**src/dq_pkg.sv**
```systemverilog
// Shared types and constants for the double-ended queue core.
package dq_pkg;

    // Width of one stored word.
    localparam int WORD_W = 32;

    // Default number of entries in the ring.
    localparam int DEFAULT_CAPACITY = 16;

    // Width of the entry count reported with each result.
    localparam int COUNT_OUT_W = 5;

    // Operation requested by one input transaction.
    typedef enum logic [1:0] {
        KIND_PUSH_RIGHT = 2'd0,
        KIND_POP_RIGHT  = 2'd1,
        KIND_PUSH_LEFT  = 2'd2,
        KIND_POP_LEFT   = 2'd3
    } kind_t;

    // Outcome reported with each result.
    typedef enum logic [1:0] {
        STATUS_OK    = 2'd0,
        STATUS_EMPTY = 2'd1,
        STATUS_FULL  = 2'd2
    } status_t;

endpackage

```
**src/dq_ram.sv**
```systemverilog
// Single-port synchronous RAM that holds the queue words.
module dq_ram
    import dq_pkg::*;
#(
    parameter int DEPTH = DEFAULT_CAPACITY,
    parameter int AW    = $clog2(DEPTH)
)
(
    input  logic              clk,
    input  logic              en,
    input  logic              wr_en,
    input  logic [AW-1:0]     addr,
    input  logic [WORD_W-1:0] wr_data,
    output logic [WORD_W-1:0] rd_data
);

    logic [WORD_W-1:0] mem [DEPTH];
    logic [WORD_W-1:0] rd_data_reg;

    // Write on request; otherwise register the addressed word.
    always_ff @(posedge clk)
    begin
        if (en)
        begin
            if (wr_en)
            begin
                mem[addr] <= wr_data;
            end
            else
            begin
                rd_data_reg <= mem[addr];
            end
        end
    end

    assign rd_data = rd_data_reg;

endmodule

```
**src/double_ended_queue_core.sv**
```systemverilog
// Top level of the bounded double-ended queue core.
// An accepted transaction passes the pending stage and then the output register, where out_valid
// rises; a stalled output can hold it in either register.
// Throughput: one transaction per cycle unless the output stalls, set by the single RAM port
// used once per item. Pointer, count and RAM read data all register at the accept edge.
// Reset clears the left pointer, the count and all valid flags; RAM contents stay undefined.
module double_ended_queue_core
    import dq_pkg::*;
#(
    parameter int CAPACITY = DEFAULT_CAPACITY
)
(
    input  logic                     clk,
    input  logic                     rst_n,
    input  logic                     in_valid,
    output logic                     in_ready,
    input  logic [1:0]               kind,
    input  logic signed [WORD_W-1:0] value,
    output logic                     out_valid,
    input  logic                     out_ready,
    output logic signed [WORD_W-1:0] popped_value,
    output logic [1:0]               status,
    output logic [COUNT_OUT_W-1:0]   entry_count,
    output logic                     is_empty
);

    localparam int IW   = $clog2(CAPACITY);
    localparam int CW   = $clog2(CAPACITY + 1);
    localparam int SW   = CW + 1;
    localparam int EXTW = (CW > COUNT_OUT_W) ? CW : COUNT_OUT_W;

    localparam logic [IW-1:0] LAST_IDX = IW'(CAPACITY - 1);
    localparam logic [CW-1:0] FULL_CNT = CW'(CAPACITY);
    localparam logic [SW-1:0] CAP_SUM  = SW'(CAPACITY);

    // Ring state.
    logic [IW-1:0] left_reg, left_next;
    logic [CW-1:0] count_reg, count_next;

    // Stage waiting on RAM read data.
    logic          pend_valid_reg;
    logic          pend_pop_ok_reg;
    status_t       pend_status_reg;
    logic [CW-1:0] pend_count_reg;

    // Output register.
    logic                     out_valid_reg;
    logic signed [WORD_W-1:0] out_value_reg;
    status_t                  out_status_reg;
    logic [CW-1:0]            out_count_reg;

    logic              accept;
    logic              advance;
    kind_t             op;
    status_t           op_status;
    logic              op_pop_ok;
    logic              ram_wr;
    logic [IW-1:0]     ram_addr;
    logic [WORD_W-1:0] ram_rd_data;
    logic [SW-1:0]     right_sum;
    logic [SW-1:0]     right_off;
    logic [IW-1:0]     right_idx;
    logic [IW-1:0]     left_dec;
    logic [IW-1:0]     left_inc;
    logic [EXTW-1:0]   count_wide;

    // Handshake: the pending stage moves on whenever the output register frees up.
    assign advance  = pend_valid_reg && (!out_valid_reg || out_ready);
    assign in_ready = !pend_valid_reg || advance;
    assign accept   = in_valid && in_ready;
    assign op       = kind_t'(kind);

    // Ring positions: right push slot or right pop slot, and the left neighbors.
    always_comb
    begin
        if (op == KIND_PUSH_RIGHT)
        begin
            right_off = {1'b0, count_reg};
        end
        else
        begin
            right_off = {1'b0, count_reg} - SW'(1);
        end
        right_sum = {{(SW - IW){1'b0}}, left_reg} + right_off;
        if (right_sum >= CAP_SUM)
        begin
            right_idx = IW'(right_sum - CAP_SUM);
        end
        else
        begin
            right_idx = IW'(right_sum);
        end
        left_dec = (left_reg == '0) ? LAST_IDX : left_reg - IW'(1);
        left_inc = (left_reg == LAST_IDX) ? '0 : left_reg + IW'(1);
    end

    // Decode the operation into a RAM access and the next ring state.
    always_comb
    begin
        left_next  = left_reg;
        count_next = count_reg;
        op_status  = STATUS_OK;
        op_pop_ok  = 1'b0;
        ram_wr     = 1'b0;
        ram_addr   = right_idx;
        unique case (op)
            KIND_PUSH_RIGHT:
            begin
                if (count_reg >= FULL_CNT)
                begin
                    op_status = STATUS_FULL;
                end
                else
                begin
                    ram_wr     = 1'b1;
                    count_next = count_reg + CW'(1);
                end
            end
            KIND_PUSH_LEFT:
            begin
                ram_addr = left_dec;
                if (count_reg >= FULL_CNT)
                begin
                    op_status = STATUS_FULL;
                end
                else
                begin
                    ram_wr     = 1'b1;
                    left_next  = left_dec;
                    count_next = count_reg + CW'(1);
                end
            end
            KIND_POP_RIGHT:
            begin
                if (count_reg == '0)
                begin
                    op_status = STATUS_EMPTY;
                end
                else
                begin
                    op_pop_ok  = 1'b1;
                    count_next = count_reg - CW'(1);
                end
            end
            KIND_POP_LEFT:
            begin
                ram_addr = left_reg;
                if (count_reg == '0)
                begin
                    op_status = STATUS_EMPTY;
                end
                else
                begin
                    op_pop_ok  = 1'b1;
                    left_next  = left_inc;
                    count_next = count_reg - CW'(1);
                end
            end
        endcase
    end

    dq_ram #(
        .DEPTH (CAPACITY),
        .AW    (IW)
    ) u_ram (
        .clk     (clk),
        .en      (accept),
        .wr_en   (ram_wr),
        .addr    (ram_addr),
        .wr_data (value),
        .rd_data (ram_rd_data)
    );

    // Ring state and pending-stage control.
    always_ff @(posedge clk or negedge rst_n)
    begin
        if (!rst_n)
        begin
            left_reg       <= '0;
            count_reg      <= '0;
            pend_valid_reg <= 1'b0;
        end
        else
        begin
            if (accept)
            begin
                left_reg  <= left_next;
                count_reg <= count_next;
            end
            if (accept)
            begin
                pend_valid_reg <= 1'b1;
            end
            else if (advance)
            begin
                pend_valid_reg <= 1'b0;
            end
        end
    end

    // Pending-stage payload.
    always_ff @(posedge clk)
    begin
        if (accept)
        begin
            pend_pop_ok_reg <= op_pop_ok;
            pend_status_reg <= op_status;
            pend_count_reg  <= count_next;
        end
    end

    // Output valid flag.
    always_ff @(posedge clk or negedge rst_n)
    begin
        if (!rst_n)
        begin
            out_valid_reg <= 1'b0;
        end
        else if (advance)
        begin
            out_valid_reg <= 1'b1;
        end
        else if (out_ready)
        begin
            out_valid_reg <= 1'b0;
        end
    end

    // Output payload, with the RAM word only for a successful pop.
    always_ff @(posedge clk)
    begin
        if (advance)
        begin
            out_value_reg  <= pend_pop_ok_reg ? ram_rd_data : '0;
            out_status_reg <= pend_status_reg;
            out_count_reg  <= pend_count_reg;
        end
    end

    assign count_wide   = EXTW'(out_count_reg);
    assign out_valid    = out_valid_reg;
    assign popped_value = out_value_reg;
    assign status       = out_status_reg;
    assign entry_count  = count_wide[COUNT_OUT_W-1:0];
    assign is_empty     = (out_count_reg == '0);

    // A refused operation never reports a word.
    assert property (@(posedge clk) disable iff (!rst_n)
        out_valid && (out_status_reg != STATUS_OK) |-> (popped_value == '0))
        else $error("refused operation reported a nonzero word");

    // The stored count never exceeds the capacity.
    assert property (@(posedge clk) disable iff (!rst_n)
        count_reg <= FULL_CNT)
        else $error("stored count exceeds capacity");

    // No new transaction is taken while a finished result is stalled behind another.
    assert property (@(posedge clk) disable iff (!rst_n)
        pend_valid_reg && out_valid_reg && !out_ready |-> !in_ready)
        else $error("input accepted while pipeline is stalled");

    // An accepted item yields a pending result in the next cycle.
    assert property (@(posedge clk) disable iff (!rst_n)
        accept |=> pend_valid_reg)
        else $error("accepted transaction lost");

endmodule
```
**config.mk**
```make
export PLATFORM = sky130hd
export DESIGN_NAME = double_ended_queue_core
export DESIGN_NICKNAME = d
export VERILOG_FILES = /design/src/dq_pkg.sv /design/src/dq_ram.sv /design/src/double_ended_queue_core.sv
export SDC_FILE = /design/constraint.sdc
export NUM_CORES = 1
export LEC_CHECK = 0
export BUFFER_PORTS_ARGS = -buffer_cell sky130_fd_sc_hd__buf_2
export CAP_MARGIN = 20
export CORE_MARGIN = 3
export CORE_UTILIZATION = 40
export CTS_CLUSTER_DIAMETER = 150
export DETAILED_ROUTE_END_ITERATION = 10
export HOLD_SLACK_MARGIN = 0.08
export PLACE_DENSITY = 0.61
export SLEW_MARGIN = 20
export SYNTH_ARGS = -nofsm -noshare
export SYNTH_HDL_FRONTEND = slang
export SYNTH_HIERARCHICAL = 1
export SYNTH_SLANG_ARGS = --single-unit
```
**constraint.sdc**
```tcl
create_clock -name clk -period 7.2 [get_ports clk]
set_input_delay 0.36 -clock clk [delete_from_list [all_inputs] [get_ports clk]]
set_output_delay 0.36 -clock clk [all_outputs]
set_load 0.05 [all_outputs]
```
# Yosys cells after proc, flatten, opt, wreduce, memory -nomap -nowiden
# Memories as Yosys holds them, arrays and structs flattened. A register that Yosys moved wholly into a read port is not among the register bits.
# Index checks and enable logic that the tools add are counted.
# totals
register_bits,58
latch_bits,0
ram_bits,512
mem_bits_ro,0
inputBits,38
out_inout_bits,42
wordCells,68
mem_count,1
# op_classes
addsub,7
n_mul,0
div,0
order_cmp,2
eq_ne,6
n_shift,0
mux,24
n_bitwise,1
n_reduce_logical,17
# mem_list
memory,words,word_bits,read_ports,rd_clocked_by_memory_dff,write_ports,line,source
u_ram.mem,16,32,1,1,1,dq_ram.sv:17,logic [WORD_W-1:0] mem [DEPTH];
# op_table
op,count
$mux W4,5
$pmux W4 S2,2
$mux W1,11
$logic_not A5 Y1,2
$mux W5,2
$pmux W5 S2,1
$sub A4 B1 Y4 const B,2
$add A4 B6 Y6,1
$ge A6 B5 Y1 const B,1
$mux W6,1
$reduce_bool A2 Y1,3
$sub A5 B1 Y6 const B,1
$add A5 B1 Y5 const B,1
$ge A5 B5 Y1 const B,1
$sub A5 B1 Y5 const B,1
$add A4 B1 Y4 const B,1
$eq A2 B2 Y1 const B,2
$eq A4 B4 Y1 const B,1
$logic_not A4 Y1,1
$ne A2 B2 Y1 const B,2
$pmux W2 S2,1
$reduce_and A4 Y1,1
$reduce_or A2 Y1,2
$eq A2 B1 Y1 const B,1
other kinds (7),10

# Longest topological paths before layout
# logic_depth
ltp_word,7
mapped_depth,16

# By module
# The synthesis kept the hierarchy.
# by_module_without_submodules
module,n_inst,cells_per_inst,area_each_um2,seq_area_each_um2
dq_ram,1,844,20216.9,16335.7
double_ended_queue_core,1,226,2836.5,1686.6

# Worst setup path after synthesis
# Ideal clock, no wire load.
# synth_path
path_kind,reg2reg
from,reg count_reg[1]
to,"mem u_ram.mem[3][0], enable pin"
arrival_time_ns,4.863
required_ns,6.739
setup_slack_ns,1.876
path_stages_with_launch,14
period_less_slack_ns,5.324
cell_sequence,dfrtp_1 clkbuf_1 inv_1 ha_1 nand2_1 o21a_1 inv_1 fa_1 o21ai_0 buf_2 buf_2 buf_1 nand4_1 nor3_1
# synth_via
elab_chain_cells,6
# synth_lines
element,line,source
from (decl),double_ended_queue_core.sv:38,"logic [CW-1:0] count_reg, count_next;"
from (signal assigned),double_ended_queue_core.sv:188,count_reg <= count_next;
$sub A5 B1 Y6,double_ended_queue_core.sv:82,"right_off = {1'b0, count_reg} - SW'(1);"
$mux W6 (*),double_ended_queue_core.sv:76,if (op == KIND_PUSH_RIGHT)
$add A4 B6 Y6 (*),double_ended_queue_core.sv:84,"right_sum = {{(SW - IW){1'b0}}, left_reg} + right_off;"
$ge A6 B5 Y1 / $sub A4 B1 Y4 (equally long branches),"double_ended_queue_core.sv:85, double_ended_queue_core.sv:87",
$mux W4 (*),double_ended_queue_core.sv:85,if (right_sum >= CAP_SUM)
$pmux W4 S2 (*),double_ended_queue_core.sv:106,unique case (op)
net ram_addr[1],double_ended_queue_core.sv:58,logic [IW-1:0] ram_addr;
to (decl),dq_ram.sv:17,
# Mark *: on every way through the listed nets, which the timed path passes. The rest lies on a longest branch.

# Worst setup path in the final report
# layout_path
from,reg count_reg[0]
to,"mem u_ram.mem[10][12], enable pin"
# The elaborated chain is that of the path after synthesis.

==> flow_summary.ini <==
[route]
wirelength_mm = 49.1
firstDrtPassIters = 5
antenna_left = 0
drc = 0
drt-initial-drc-count = 858
vias_per_cell = 5.45
vias = 10851
wl_per_cell_um = 24.7

[critical_path]
crit-reg2reg-capture = u_ram/mem[10][12]
setup.worst_path.class = flip-flop to flip-flop
timing.rr.start = count_reg[0]
cpLargestDelayFamily = simple AND/OR/NAND/NOR gates
crit_chain = inv_1 -> ha_1 -> nand2_1 -> o21a_1 -> ha_1 -> a21o_1 -> a21oi_1 -> xnor2_1 -> o21ai_2 -> nand2b_1 -> nor2_4 -> buf_4
path_depth = 12
path_max_fanout = 20
cpMostUsedCell = ha_1
cp-start-kind = flip-flop
cp_num_buf_inv = 2
arrival_ns = 4.71
rr_worst_depth = 12
slowest_stage = nor2_4
critPathMaxStageDelay_ns = 0.82
endpoint_kind = flip-flop
worstPathRequired_ns = 7.52
r2r_slack_ns = 2.81

[worst_hold_path]
min_to = u_ram/mem[2][17]
min_path_type = primary input to flip-flop
min_from = value[17]
worstHoldPathCells = 1

[synthesis]
ys.flop_type = edfxtp_1
avgSynthCellArea_um2 = 21.5
synth_area_leader_cell = edfxtp_1
synth_common_cells = 591 x edfxtp_1, 128 x mux4_2, 65 x a22oi_1, 46 x nand2_1, 34 x and2_1
synthTopCellsByArea = edfxtp_1 77%, mux4_2 13%, a22oi_1 2.1%
yosysMostFrequentCell = edfxtp_1
synthCells = 1070
async_flop_share_pct = 1.83
yosys_warnings = 6
synth-seq-cells = 602
yosysUniqueCellTypes = 56
syn_area_mm2 = 0.0231
ys_seq_area_share_pct = 78.2
synth_top_cell_area_share_pct = 77.0
synth_edf_count = 591
synth_fp_nets = 1117

[finish]
drive_above_1_share_pct = 29.0
utilization_pct = 46.8
syn_to_final_growth_pct = 15.1
largest_register_ffs = 512
antennaDiodeCount = 0
nNetsFinal = 1233

[timing]
rsz0062_at_grt = no
final-max-slew-violation-count = 0
fin_skew_ns = 0.0184
hold_violations = 0
fmax_mhz = 228
setup_slack_ns = 2.81
tightest_slew_ns = 1.16
min_period_over_period_pct = 61.0
relSlewSlack_pct = 22.5
setup_violations = 0
period_needed_ns = 4.39
finalSetupTns_ns = 0

[placed_design]
port_buffers = 79
place_ws_ns = 2.43
dp_hpwl_mm = 28.1
finalWeightedCongestion = 0.754

[cts]
numCtsBuffers = 61
cts_tree = built
clk_path_buf_depth = 3
clock_latency_ns = 0.62
cts_htree_levels = 2
cts_resized = 0
clkTransAtPathRegs_ns = 0.06
ctsRootBufferMaster = clkbuf_16
cts.sinks = 602

[floorplanning]
initial_core_util_pct = 40.6
num_io_pins = 80
die_y_um = 246
std_cell_rows = 87
core-area_mm2 = 0.0567
die-area_mm2 = 0.0606
die_w_um = 246

[pwr]
p_leak_nw = 8.55
peakVddDrop_mv = 0.582
powerDensity_mw_per_mm2 = 446

[global_routing]
first_global_vias = 11259
antenna_found_initial = 0
grt_usage_pct = 16.5
overflow = 0
grt_first_pass_wirelength_mm = 73.8
grt_start_max_net_pins = 129

[run]
maxCapViolCount = 0

[run_status]
status = completed
worst max-delay path by stage:
| stage | startpoint | end | slack (ns) |
|---|---|---|---|
| floorplan | count_reg[1] | u_ram/mem[3][0] | 1.88 |
| global placement | kind[0] | u_ram/mem[10][12] | 2.47 |
| detailed placement | count_reg[0] | u_ram/mem[10][12] | 2.43 |
| CTS | count_reg[0] | u_ram/mem[10][10] | 2.43 |
| global route | count_reg[1] | u_ram/mem[10][10] | 2.50 |
| finish | count_reg[0] | u_ram/mem[10][12] | 2.81 |
what timing repair did:
item	4_1_cts	5_1_grt
buffers inserted	0	0
hold endpoints to repair	27	0
hold buffers	6	0
setup endpoints to repair	0	0
where the power goes:
group	switching, mW	internal, mW	total [mW]	leakage [nW]
Sequential	0.136	4.38	4.51	5.50
Clock	1.29	1.79	3.08	0.944
Combinational	2.48	1.75	4.23	2.10
Total	3.91	7.92	11.8	8.55
worst register-to-register path, cell delays in order, from the launching register on:
cell and delay [ns]:
dfrtp_1 0.45, inv_1 0.16, ha_1 0.41, nand2_1 0.08, o21a_1 0.12, ha_1 0.27, a21o_1 0.18, a21oi_1 0.18
xnor2_1 0.11, o21ai_2 0.55, nand2b_1 0.40, nor2_4 0.82, buf_4 0.38
stage by stage:
step | hold WS (ns) | power (mW) | area [µm²] | std cells
final | 0.118 | 11.8 | 26500 | 1990
after floorplan | 0.0644 | 7.65 | 23100 | 1070
after detailed placement | 0.256 | 8.88 | 24500 | 1873
after global placement | 0.263 | 8.84 | 24400 | 1869
after CTS | 0.0824 | 12.0 | 26500 | 1990
after global routing | 0.0948 | 12.4 | 26500 | 1990
layout by cell type (no fill, tap or decap), types with 3 or more instances in the layout:
master | synthesis | final
xnor2_1 | 10 | 10
a21oi_1 | 10 | 10
buf_2 | 11 | 79
nand3_1 | 4 | 4
clkbuf_1 | 33 | 13
nand2b_1 | 7 | 7
clkinv_1 | 0 | 10
inv_6 | 1 | 3
nor2_1 | 22 | 9
nand2_1 | 46 | 46
bufinv_16 | 0 | 6
buf_12 | 0 | 3
and2_2 | 1 | 3
and2_1 | 34 | 32
edfxtp_1 | 591 | 591
nor3_1 | 7 | 3
dfrtp_1 | 11 | 11
clkinvlp_4 | 0 | 6
clkbuf_16 | 0 | 62
nor3_2 | 0 | 4
nor2_4 | 0 | 13
a22oi_1 | 65 | 65
clkinv_2 | 0 | 11
mux4_2 | 128 | 128
buf_4 | 1 | 23
inv_1 | 12 | 12
o21ai_0 | 6 | 4
nor2b_4 | 0 | 3
ha_1 | 8 | 8
dlygate4sd3_1 | 0 | 6
kinds of logic after synthesis:
kind of cell,Yosys count,synth area share (%)
compound gates,103,3.27
xor+xnor,12,0.456
fa+ha+maj,9,0.521
buf+inv,73,1.77
flops,602,78.2
mux,132,12.7
simple gates,139,3.11
routing by layer:
layer | global-route usage [%] | up-vias | part of all wire, %
met1 | 23.2 | 5831 | 44
met5 | 0 | - | 0
met4 | 4.22 | 0 | 1.9
met3 | 3.03 | 60 | 5.1
li1 | - | 4661 | -
met2 | 26.7 | 299 | 49
final cells by class:
| type | instances | area (µm²) |
|---|---|---|
| flip-flops and latches | 602 | 18000 |
| inverters | 13 | 53.8 |
| multi-input cells | 395 | 4790 |
| repair buffers | 113 | 743 |
| fillers | 4646 | 30200 |
| well taps | 756 | 946 |
| clock inverters | 36 | 365 |
| clock buffers | 75 | 1600 |
(Power assumes the default switching activity.)
